### src/rtl/drp_pkg.sv
// drp_pkg: types and constants shared by the backend picker modules.
// No dependencies; imported by drp_ctrl, drp_dp and the top level.
package drp_pkg;

    localparam int MAX_BACKENDS = 4;
    localparam int IDX_W        = 2;   // backend index
    localparam int CNT_W        = 3;   // backend count register
    localparam int W_W          = 16;  // Q8.8 weight
    localparam int DEF_W        = 17;  // deficit counter
    localparam int SUM_W        = 18;  // weight total / scaled draw
    localparam int DRAW_W       = 16;

    localparam logic [DEF_W-1:0] UNIT = 17'd256;

    // configuration register indexes
    localparam logic [2:0] REG_COUNT  = 3'd0;
    localparam logic [2:0] REG_POLICY = 3'd1;
    localparam logic [2:0] REG_W0     = 3'd2;
    localparam logic [2:0] REG_W1     = 3'd3;
    localparam logic [2:0] REG_W2     = 3'd4;
    localparam logic [2:0] REG_W3     = 3'd5;

    localparam logic POLICY_DRR = 1'b1;

    typedef enum logic [2:0] {
        S_IDLE,
        S_VISIT,
        S_TOTAL,
        S_MUL,
        S_SCAN,
        S_WRAP,
        S_DONE
    } t_state;

    typedef struct packed {
        logic [CNT_W-1:0]                n;      // effective count, 0..4
        logic                            drr;
        logic [MAX_BACKENDS-1:0][W_W-1:0] weight;
    } t_cfg;

    typedef struct packed {
        logic load;
        logic visit;
        logic total;
        logic mul;
        logic scan;
        logic wrap;
    } t_cmd;

    typedef struct packed {
        logic n_zero;
        logic drr;
        logic visit_grant;
        logic visit_last;
        logic scan_hit;
        logic scan_avail;
        logic scan_last;
        logic wrap_avail;
        logic wrap_last;
    } t_stat;

endpackage

### src/rtl/drp_ctrl.sv
// drp_ctrl: sequencing state machine of the backend picker.
// Depends on drp_pkg; drives drp_dp through t_cmd and reads t_stat.
module drp_ctrl (
    input  logic           i_clk,
    input  logic           i_rst_n,
    input  logic           i_in_valid,
    input  logic           i_out_free,
    input  drp_pkg::t_stat i_stat,
    output drp_pkg::t_cmd  o_cmd,
    output logic           o_in_ready,
    output logic           o_emit
);
    import drp_pkg::*;

    t_state r_state, n_state;

    always_ff @(posedge i_clk) begin
        if (!i_rst_n) begin
            r_state <= S_IDLE;
        end else begin
            r_state <= n_state;
        end
    end

    always_comb begin
        n_state    = r_state;
        o_cmd      = '0;
        o_in_ready = 1'b0;
        o_emit     = 1'b0;
        case (r_state)
            S_IDLE: begin
                o_in_ready = 1'b1;
                if (i_in_valid) begin
                    o_cmd.load = 1'b1;
                    if (i_stat.n_zero)   n_state = S_DONE;
                    else if (i_stat.drr) n_state = S_VISIT;
                    else                 n_state = S_TOTAL;
                end
            end
            S_VISIT: begin
                o_cmd.visit = 1'b1;
                if (i_stat.visit_grant)     n_state = S_DONE;
                else if (i_stat.visit_last) n_state = S_TOTAL;
            end
            S_TOTAL: begin
                o_cmd.total = 1'b1;
                n_state     = S_MUL;
            end
            S_MUL: begin
                o_cmd.mul = 1'b1;
                n_state   = S_SCAN;
            end
            S_SCAN: begin
                o_cmd.scan = 1'b1;
                if (i_stat.scan_hit && i_stat.scan_avail) n_state = S_DONE;
                else if (i_stat.scan_hit || i_stat.scan_last) n_state = S_WRAP;
            end
            S_WRAP: begin
                o_cmd.wrap = 1'b1;
                if (i_stat.wrap_avail || i_stat.wrap_last) n_state = S_DONE;
            end
            S_DONE: begin
                if (i_out_free) begin
                    o_emit  = 1'b1;
                    n_state = S_IDLE;
                end
            end
            default: n_state = S_IDLE;
        endcase
    end

endmodule

### src/rtl/drp_dp.sv
// drp_dp: datapath of the backend picker - deficits, pointer, weighted pick.
// Depends on drp_pkg; commanded by drp_ctrl.
module drp_dp (
    input  logic                         i_clk,
    input  logic                         i_rst_n,
    input  drp_pkg::t_cfg                i_cfg,
    input  drp_pkg::t_cmd                i_cmd,
    input  logic [drp_pkg::MAX_BACKENDS-1:0] i_mask,
    input  logic [drp_pkg::DRAW_W-1:0]   i_draw,
    output drp_pkg::t_stat               o_stat,
    output logic                         o_granted,
    output logic [drp_pkg::IDX_W-1:0]    o_index,
    output logic                         o_fallback
);
    import drp_pkg::*;

    // small sum reduced modulo n (n in 1..4, sum below 11)
    function automatic logic [IDX_W-1:0] mod_n(input logic [3:0] s,
                                               input logic [CNT_W-1:0] n);
        logic [3:0] t;
        begin
            t = s;
            case (n)
                3'd2: t = {3'b000, s[0]};
                3'd3: begin
                    if (t >= 4'd6) t = t - 4'd6;
                    if (t >= 4'd3) t = t - 4'd3;
                end
                3'd4: t = {2'b00, s[1:0]};
                default: t = 4'd0;
            endcase
            mod_n = t[IDX_W-1:0];
        end
    endfunction

    logic [DEF_W-1:0]  r_def [MAX_BACKENDS];
    logic [IDX_W-1:0]  r_ptr;
    logic [2:0]        r_visit;
    logic [MAX_BACKENDS-1:0] r_mask;
    logic [DRAW_W-1:0] r_draw;
    logic [SUM_W-1:0]  r_total;
    logic [SUM_W-1:0]  r_sel;
    logic [IDX_W-1:0]  r_scan;
    logic [IDX_W-1:0]  r_wrap_cnt;
    logic              r_granted;
    logic [IDX_W-1:0]  r_index;
    logic              r_fallback;

    logic [IDX_W-1:0]  visit_idx, ptr_inc, scan_inc, scan_start;
    logic [DEF_W-1:0]  def_cur;
    logic [W_W-1:0]    w_visit, w_scan;
    logic [CNT_W-1:0]  n_m1;
    logic [SUM_W-1:0]  total_sum;
    logic [33:0]       prod;
    logic              def_ok;

    assign n_m1      = i_cfg.n - 3'd1;
    assign visit_idx = mod_n({2'b00, r_ptr} + {1'b0, r_visit}, i_cfg.n);
    assign ptr_inc   = mod_n({2'b00, r_ptr} + 4'd1, i_cfg.n);
    assign def_cur   = r_def[visit_idx];
    assign def_ok    = (def_cur >= UNIT);
    assign w_visit   = i_cfg.weight[visit_idx];
    assign w_scan    = i_cfg.weight[r_scan];
    assign scan_inc  = mod_n({2'b00, r_scan} + 4'd1, i_cfg.n);
    // no hit: scan ends at n - 1, wrap starts at (n + 1) mod n
    assign scan_start = o_stat.scan_hit ? scan_inc
                                        : mod_n({2'b00, r_scan} + 4'd2, i_cfg.n);

    always_comb begin
        total_sum = '0;
        for (int k = 0; k < MAX_BACKENDS; k++) begin
            if (k < int'(i_cfg.n)) total_sum = total_sum + {2'b00, i_cfg.weight[k]};
        end
    end

    assign prod = {18'd0, r_draw} * {16'd0, r_total};

    always_comb begin
        o_stat.n_zero      = (i_cfg.n == '0);
        o_stat.drr         = (i_cfg.drr == POLICY_DRR);
        o_stat.visit_grant = def_ok && r_mask[visit_idx];
        o_stat.visit_last  = ({1'b0, r_visit} == ({i_cfg.n, 1'b0} - 4'd1));
        o_stat.scan_hit    = (r_sel < {2'b00, w_scan});
        o_stat.scan_avail  = r_mask[r_scan];
        o_stat.scan_last   = ({1'b0, r_scan} == n_m1);
        o_stat.wrap_avail  = r_mask[r_scan];
        o_stat.wrap_last   = ({1'b0, r_wrap_cnt} == n_m1);
    end

    // control state: deficits and pointer persist across requests
    always_ff @(posedge i_clk) begin
        if (!i_rst_n) begin
            for (int k = 0; k < MAX_BACKENDS; k++) r_def[k] <= '0;
            r_ptr <= '0;
        end else if (i_cmd.load) begin
            if (i_cfg.n != '0) r_ptr <= mod_n({2'b00, r_ptr}, i_cfg.n);
        end else if (i_cmd.visit) begin
            if (o_stat.visit_grant) begin
                r_def[visit_idx] <= def_cur - UNIT;
            end else begin
                if (!def_ok) r_def[visit_idx] <= def_cur + {1'b0, w_visit};
                r_ptr <= ptr_inc;
            end
        end
    end

    // per-request working registers
    always_ff @(posedge i_clk) begin
        if (i_cmd.load) begin
            r_mask     <= i_mask;
            r_draw     <= i_draw;
            r_visit    <= '0;
            r_granted  <= 1'b0;
            r_index    <= '0;
            r_fallback <= 1'b0;
        end
        if (i_cmd.visit) begin
            r_visit <= r_visit + 3'd1;
            if (o_stat.visit_grant) begin
                r_granted <= 1'b1;
                r_index   <= visit_idx;
            end
        end
        if (i_cmd.total) r_total <= total_sum;
        if (i_cmd.mul) begin
            r_sel  <= prod[33:16];
            r_scan <= '0;
        end
        if (i_cmd.scan) begin
            if (o_stat.scan_hit && o_stat.scan_avail) begin
                r_granted  <= 1'b1;
                r_index    <= r_scan;
                r_fallback <= 1'b1;
            end else if (o_stat.scan_hit || o_stat.scan_last) begin
                r_scan     <= scan_start;
                r_wrap_cnt <= '0;
            end else begin
                r_sel  <= r_sel - {2'b00, w_scan};
                r_scan <= scan_inc;
            end
        end
        if (i_cmd.wrap) begin
            if (o_stat.wrap_avail) begin
                r_granted  <= 1'b1;
                r_index    <= r_scan;
                r_fallback <= 1'b1;
            end else begin
                r_scan     <= scan_inc;
                r_wrap_cnt <= r_wrap_cnt + 2'd1;
            end
        end
    end

    assign o_granted  = r_granted;
    assign o_index    = r_index;
    assign o_fallback = r_fallback;

endmodule

### src/rtl/deficit_round_robin_backend_picker_unit.sv
// Backend picker top level: configuration registers, output register,
// controller and datapath. Depends on drp_pkg, drp_ctrl and drp_dp.
//
// Each request beat picks at most one backend by deficit round robin (policy 1)
// with a weighted random fallback, or by weighted random alone (policy 0). A
// request is accepted, then makes up to 2n deficit visits (one per cycle), then,
// when the fallback runs, forms the weight total and the scaled draw, scans up
// to n prefix sums and up to n wrap entries, and then hands the result to the
// output register once that is free. The deficit loop and the scans run
// serially, one step after another.
// A new request is accepted only when the previous one has moved to the output
// register; the output register holds a result while the next request runs.
module deficit_round_robin_backend_picker_unit (
    input  logic        i_clk,
    input  logic        i_rst_n,
    // request stream
    input  logic        s_axis_tvalid,
    output logic        s_axis_tready,
    input  logic [23:0] s_axis_tdata,   // [3:0] available_mask, [19:4] random_draw
    // result stream
    output logic        m_axis_tvalid,
    input  logic        m_axis_tready,
    output logic [7:0]  m_axis_tdata,   // [1:0] backend_index
    output logic [1:0]  m_axis_tuser,   // [0] granted, [1] used_fallback
    // configuration write channel
    input  logic        i_cfg_valid,
    output logic        o_cfg_ready,
    input  logic [2:0]  i_cfg_index,
    input  logic [15:0] i_cfg_data
);
    import drp_pkg::*;

    // configuration registers
    logic [CNT_W-1:0] r_count;
    logic             r_policy;
    logic [MAX_BACKENDS-1:0][W_W-1:0] r_weight;

    // output register
    logic             r_out_valid;
    logic             r_out_granted;
    logic [IDX_W-1:0] r_out_index;
    logic             r_out_fallback;

    t_cfg  cfg;
    t_cmd  cmd;
    t_stat stat;
    logic  in_ready, emit, out_free;
    logic  dp_granted, dp_fallback;
    logic [IDX_W-1:0] dp_index;

    assign o_cfg_ready = 1'b1;

    always_ff @(posedge i_clk) begin
        if (!i_rst_n) begin
            r_count  <= 3'd4;
            r_policy <= POLICY_DRR;
            for (int k = 0; k < MAX_BACKENDS; k++) r_weight[k] <= 16'd256;
        end else if (i_cfg_valid) begin
            case (i_cfg_index)
                REG_COUNT:  r_count     <= i_cfg_data[CNT_W-1:0];
                REG_POLICY: r_policy    <= i_cfg_data[0];
                REG_W0:     r_weight[0] <= i_cfg_data;
                REG_W1:     r_weight[1] <= i_cfg_data;
                REG_W2:     r_weight[2] <= i_cfg_data;
                REG_W3:     r_weight[3] <= i_cfg_data;
                default: ;  // unknown index: write dropped
            endcase
        end
    end

    // counts above the backend limit act as the limit
    always_comb begin
        cfg.n      = (r_count > CNT_W'(MAX_BACKENDS)) ? CNT_W'(MAX_BACKENDS) : r_count;
        cfg.drr    = r_policy;
        cfg.weight = r_weight;
    end

    assign out_free = !r_out_valid || m_axis_tready;

    drp_ctrl u_ctrl (
        .i_clk      (i_clk),
        .i_rst_n    (i_rst_n),
        .i_in_valid (s_axis_tvalid),
        .i_out_free (out_free),
        .i_stat     (stat),
        .o_cmd      (cmd),
        .o_in_ready (in_ready),
        .o_emit     (emit)
    );

    drp_dp u_dp (
        .i_clk      (i_clk),
        .i_rst_n    (i_rst_n),
        .i_cfg      (cfg),
        .i_cmd      (cmd),
        .i_mask     (s_axis_tdata[3:0]),
        .i_draw     (s_axis_tdata[19:4]),
        .o_stat     (stat),
        .o_granted  (dp_granted),
        .o_index    (dp_index),
        .o_fallback (dp_fallback)
    );

    assign s_axis_tready = in_ready;

    always_ff @(posedge i_clk) begin
        if (!i_rst_n) begin
            r_out_valid <= 1'b0;
        end else begin
            r_out_valid <= emit || (r_out_valid && !m_axis_tready);
        end
    end

    always_ff @(posedge i_clk) begin
        if (emit) begin
            r_out_granted  <= dp_granted;
            r_out_index    <= dp_index;
            r_out_fallback <= dp_fallback;
        end
    end

    assign m_axis_tvalid = r_out_valid;
    assign m_axis_tdata  = {6'd0, r_out_index};
    assign m_axis_tuser  = {r_out_fallback, r_out_granted};

    // after an accepted request the block is not ready in the next cycle
    a_busy_after_accept: assert property (@(posedge i_clk) disable iff (!i_rst_n)
        (s_axis_tvalid && s_axis_tready) |=> !s_axis_tready)
        else $error("request accepted while previous one still in work");

    // no grant carries a zero index and no fallback flag
    a_no_grant_clean: assert property (@(posedge i_clk) disable iff (!i_rst_n)
        (m_axis_tvalid && !m_axis_tuser[0]) |->
        (m_axis_tdata[1:0] == 2'd0 && !m_axis_tuser[1]))
        else $error("ungranted result carries index or fallback flag");

    // the fallback flag only comes with a grant
    a_fallback_granted: assert property (@(posedge i_clk) disable iff (!i_rst_n)
        (m_axis_tvalid && m_axis_tuser[1]) |-> m_axis_tuser[0])
        else $error("fallback flag without grant");

endmodule
### config.mk
export PLATFORM = sky130hd
export DESIGN_NAME = deficit_round_robin_backend_picker_unit
export DESIGN_NICKNAME = d
export VERILOG_FILES = /design/src/rtl/drp_pkg.sv /design/src/rtl/drp_ctrl.sv /design/src/rtl/drp_dp.sv /design/src/rtl/deficit_round_robin_backend_picker_unit.sv
export SDC_FILE = /design/constraint.sdc
export NUM_CORES = 1
export LEC_CHECK = 0
export ABC_AREA = 0
export BUFFER_PORTS_ARGS = -buffer_cell sky130_fd_sc_hd__buf_2
export CAP_MARGIN = 20
export CORE_MARGIN = 2
export CORE_UTILIZATION = 30
export DETAILED_ROUTE_END_ITERATION = 10
export HOLD_SLACK_MARGIN = 0.15
export PLACE_DENSITY = 0.54
export SLEW_MARGIN = 20
export SYNTH_ARGS = -nofsm -noshare
export SYNTH_HDL_FRONTEND = slang
export SYNTH_SLANG_ARGS = --single-unit
### constraint.sdc
create_clock -name i_clk -period 20.9 [get_ports i_clk]
set_input_delay 2.09 -clock i_clk [delete_from_list [all_inputs] [get_ports i_clk]]
set_output_delay 2.09 -clock i_clk [all_outputs]
set_load 0.02 [all_outputs]
==> Implementation_results.wiki <==
{| class="wikitable"
! Metric !! Value
|-
| Reg2reg end || u_dp.r_def[1][12]$_SDFFCE_PN0P_
|-
| Setup clock skew after layout || 28.2 ps
|-
| CTS Buf Count || 26
|-
| Layout fillers || around 8200
|-
| Number of clock sinks || 213
|-
| Effective utilization at floorplan || a little under a third
|-
| DRC marker count from the first detailed-route iteration || 1090
|-
| Clock tree from TritonCTS || done
|-
| Root buffer cell || sky130_fd_sc_hd__clkbuf_16
|-
| Total inserted antenna cells || 0
|-
| Critical path peak fanout || 29
|-
| Average via count per standard cell || roughly 5
|-
| Growth of design area from synthesis to finish || 8.37%
|-
| Period utilisation layout || 36.1%
|-
| Post-route ant nets || 0
|-
| Antenna violations before repair || 4
|-
| Crit-path leading delay family || compound AO/OA/AOI/OAI gates
|-
| Weighted congestion at the end of routability-driven global placement || 0.831
|-
| Placeable core region || just under 80000 µm²
|-
| Worst hold start || u_dp.o_granted$_DFF_P_
|-
| M1 wire length || 30100 µm
|-
| Met3 Routed Length || 2900 µm
|-
| Reg clk slew, reported paths || 60 ps
|-
| Max Clock Freq || roughly 130 MHz
|-
| Critical path's largest stage delay || 730 ps
|-
| Maximum number of pins on one net before global-route repair || 68
|-
| Count of TritonRoute iterations in the first routing pass || 5
|-
| Storage element area || 5400 µm²
|-
| Later-pin clock latency in the skew report || 590 ps
|-
| # placed instances || 3740
|-
| Total overflow reported by the global router || 0
|-
| Synthesized flop and latch total || approximately 210
|-
| Number of port buffers || 49
|-
| Top flip-flop cell by instance count after synthesis || sky130_fd_sc_hd__edfxtp_1
|-
| Hold-critical path depth || 0
|-
| Type of the worst min-delay path || register to register
|-
| Synthesized area || 23600 µm²
|-
| Gate Count Post-Synth || 2766
|-
| Total track usage || 16.2%
|-
| Worst setup EP type || register
|-
| Slew at the pin closest to its max-slew limit || 968 ps
|-
| RSZ-0062 raised after global routing || no
|-
| Clock tree buffer depth || 3
|-
| Detailed placement HPWL || roughly 48000 µm
|-
| Maxcap violations || 0
|-
| CP Class || register to register
|-
| Number of standard cells in the final layout excluding fillers || 3788
|-
| Multi-input gate area in the final layout || 16300 µm²
|-
| Slowest cell on the critical path || sky130_fd_sc_hd__fa_1
|-
| Critical R2R Launch || u_dp.r_visit[0]$_SDFFCE_PN0N_
|-
| Yosys warnings || 0
|-
| Endpoint required time on the critical path || about 21000 ps
|-
| Routed length on met2 || 30300 µm
|-
| Sequential fraction of the synthesis area || 22.8%
|-
| Share of synthesized flip-flops with an asynchronous set or reset || 0%
|-
| Outcome || finished clean
|-
| Unique cell type count in the Yosys netlist || 89
|-
| Clock period minus worst slack || ~7500 ps
|-
| Final routed DRC violation total || 0
|-
| Worst slew margin || a little over a third
|-
| Hold_ws || about 440 ps
|-
| Worst path bufs/invs || 3
|-
| Nets@finish || roughly 3200
|-
| Slew Limit Fails || 0
|-
| Worst setup SP type || register
|-
| Post-CTS Resized || 0
|-
| Placement row count || 102
|-
| Routed Wire Length || about 65000 µm
|-
| Top-Level Pins || 61
|-
| Area of the die || 81100 µm²
|-
| Number of flops mapped to enable cells by yosys || 113
|-
| Final hold violation count || 0
|-
| First-pass GRT wire length || 105000 µm
|-
| Post-route setup TNS || 0 ps
|-
| Depth of the worst register-to-register path || 24
|-
| Cells along the critical path || ha_1 -> inv_1 -> fa_1 -> o21ai_0 -> ha_1 -> o21ai_0 -> nand2_1 -> nor2_2 -> buf_4 -> nand2_1 -> o211ai_1 -> and2_1 -> inv_1 -> fa_1 -> nor2b_1 -> o31a_1 -> nor2_1 -> o21ai_0 -> maj3_1 -> o22ai_1 -> o311ai_0 -> xor2_1 -> o21ai_0 -> nor2_1
|-
| Hold-fix buffers, CTS || 0
|-
| Height of the die || 285 µm
|-
| Highest Signal Layer || met5
|-
| Register-to-Register Setup Slack || 13350 ps
|-
| Syn Area/Cell || 8.55 µm²
|-
| Width of the die || 285 µm
|-
| Most prevalent standard cell on the critical path || sky130_fd_sc_hd__o21ai_0
|-
| Share of cells above drive strength 1 || 6.73%
|-
| Vias in the first global route || 18700
|-
| Number of failing setup endpoints in the final timing report || 0
|-
| Launch point of the critical path || u_dp.r_visit[0]$_SDFFCE_PN0N_
|-
| CTS HTree Levels || 1
|-
| Vias after detailed routing || 18700
|-
| Sink of the worst hold path || r_out_granted$_DFFE_PP_
|-
| Average wire per standard cell || 17.1 µm
|-
| Number of buffers inserted to repair setup after CTS || 0
|-
| Signal arrival time at the worst endpoint || roughly 7900 ps
|}
[how the worst max path moves through the flow]
stage	cells after the start	endpoint	slack (ps)
3_5_place_dp	24	u_dp.r_def[1][12]$_SDFFCE_PN0P_	13290
4_1_cts	24	u_dp.r_def[1][12]$_SDFFCE_PN0P_	13260
2_1_floorplan	31	u_dp.r_def[0][12]$_SDFFCE_PN0P_	14120
3_3_place_gp	25	u_dp.r_def[1][12]$_SDFFCE_PN0P_	13300
5_1_grt	24	u_dp.r_def[0][12]$_SDFFCE_PN0P_	12640
6_report	24	u_dp.r_def[1][12]$_SDFFCE_PN0P_	13350
[cell usage after synthesis, types with 8 or more instances]
master	count	area [µm²]
sky130_fd_sc_hd__mux2i_1	26	260
sky130_fd_sc_hd__a211oi_1	19	143
sky130_fd_sc_hd__edfxtp_1	113	3390
sky130_fd_sc_hd__mux2_2	14	158
sky130_fd_sc_hd__nand2_1	539	2020
sky130_fd_sc_hd__nor4_1	10	62.6
sky130_fd_sc_hd__fa_1	227	4540
sky130_fd_sc_hd__buf_1	13	48.8
sky130_fd_sc_hd__or2_2	11	68.8
sky130_fd_sc_hd__nor2_1	160	601
sky130_fd_sc_hd__o31ai_1	10	75.1
sky130_fd_sc_hd__dfxtp_1	100	2000
sky130_fd_sc_hd__mux4_2	17	383
sky130_fd_sc_hd__buf_2	13	65.1
sky130_fd_sc_hd__or3_1	13	81.3
sky130_fd_sc_hd__o21a_1	23	173
sky130_fd_sc_hd__nand2b_1	20	125
sky130_fd_sc_hd__o21ai_0	77	385
sky130_fd_sc_hd__buf_4	11	82.6
sky130_fd_sc_hd__o221ai_1	8	70.1
sky130_fd_sc_hd__and3_1	31	194
sky130_fd_sc_hd__ha_1	192	2400
sky130_fd_sc_hd__nand3_1	38	190
sky130_fd_sc_hd__xor2_1	30	263
sky130_fd_sc_hd__a21oi_1	139	696
sky130_fd_sc_hd__a31oi_1	40	250
sky130_fd_sc_hd__xnor2_1	65	569
sky130_fd_sc_hd__nor3_1	41	205
sky130_fd_sc_hd__nor2b_1	25	156
sky130_fd_sc_hd__inv_1	347	1300
sky130_fd_sc_hd__o211ai_1	26	195
sky130_fd_sc_hd__and2_1	115	719
sky130_fd_sc_hd__clkbuf_1	99	372
sky130_fd_sc_hd__nand4_1	10	62.6
sky130_fd_sc_hd__a21o_1	19	143
[cell usage in the layout (no fill, tap or decap), types with 20 or more instances in the layout]
| master | count |
|---|---|
| sky130_fd_sc_hd__nand2_1 | 539 |
| sky130_fd_sc_hd__inv_1 | 346 |
| sky130_fd_sc_hd__fa_1 | 227 |
| sky130_fd_sc_hd__ha_1 | 192 |
| sky130_fd_sc_hd__nor2_1 | 159 |
| sky130_fd_sc_hd__a21oi_1 | 139 |
| sky130_fd_sc_hd__and2_1 | 115 |
| sky130_fd_sc_hd__edfxtp_1 | 113 |
| sky130_fd_sc_hd__dfxtp_1 | 100 |
| sky130_fd_sc_hd__o21ai_0 | 76 |
| sky130_fd_sc_hd__xnor2_1 | 65 |
| sky130_fd_sc_hd__buf_2 | 49 |
| sky130_fd_sc_hd__a31oi_1 | 40 |
| sky130_fd_sc_hd__nor3_1 | 39 |
| sky130_fd_sc_hd__nand3_1 | 38 |
| sky130_fd_sc_hd__and3_1 | 31 |
| sky130_fd_sc_hd__xor2_1 | 30 |
| sky130_fd_sc_hd__o211ai_1 | 26 |
| sky130_fd_sc_hd__mux2i_1 | 26 |
| sky130_fd_sc_hd__clkbuf_16 | 26 |
| sky130_fd_sc_hd__nor2b_1 | 25 |
| sky130_fd_sc_hd__buf_4 | 23 |
| sky130_fd_sc_hd__o21a_1 | 22 |
| sky130_fd_sc_hd__nand2b_1 | 20 |
[registers in the layout (all words and copies together) (netlist names), 2 cells and up]
signal / count
u_dp.r_def: 68
cfg: 64
u_dp.r_sel: 18
u_dp.r_total: 18
u_dp.r_draw: 16
u_dp.r_mask: 4
r_count: 3
u_ctrl.r_state: 3
u_dp.r_visit: 3
r_out_index: 2
u_dp.o_index: 2
u_dp.r_ptr: 2
u_dp.r_scan: 2
u_dp.r_wrap_cnt: 2
[logic make-up after synthesis]
group | Yosys count | share of synthesized area [%]
mux | 59 | 3.50
fa+ha+maj | 425 | 29.6
xor+xnor | 97 | 3.66
simple gates | 1030 | 19.6
other cells | 2 | 0.0318
compound gates | 449 | 12.5
buf+inv | 491 | 8.26
flops | 213 | 22.8
[routing by layer]
layer / vias up / GRT usage, %
met2: 349 / 27.0
met4: 8 / 3.36
met3: 92 / 2.38
met1: 9131 / 22.1
met5: - / 0
li1: 9083 / -
[area by class of cell]
type	count	area share [%]
Multi-Input combinational cell	2067	63.8
Sequential cell	213	21.1
Inverter	348	5.10
Tap cell	1040	5.08
Clock buffer	41	3.08
Timing Repair Buffer	72	1.63
Clock inverter	7	0.278
[stage by stage]
| stage | instance area (µm²) | util [%] | setup slack [ps] |
|---|---|---|---|
| after CTS | 25600 | 33.0 | 13260 |
| after detailed placement | 24800 | 31.9 | 13290 |
| after floorplan | 23700 | - | 14120 |
| final | 25600 | 33.0 | 13350 |
| after global routing | 25600 | 33.0 | 12640 |
| after global placement | 24800 | 31.9 | 13300 |
Power is not shown: default switching activity piles up to over one toggle a cycle in this logic, so the estimate is an artifact.
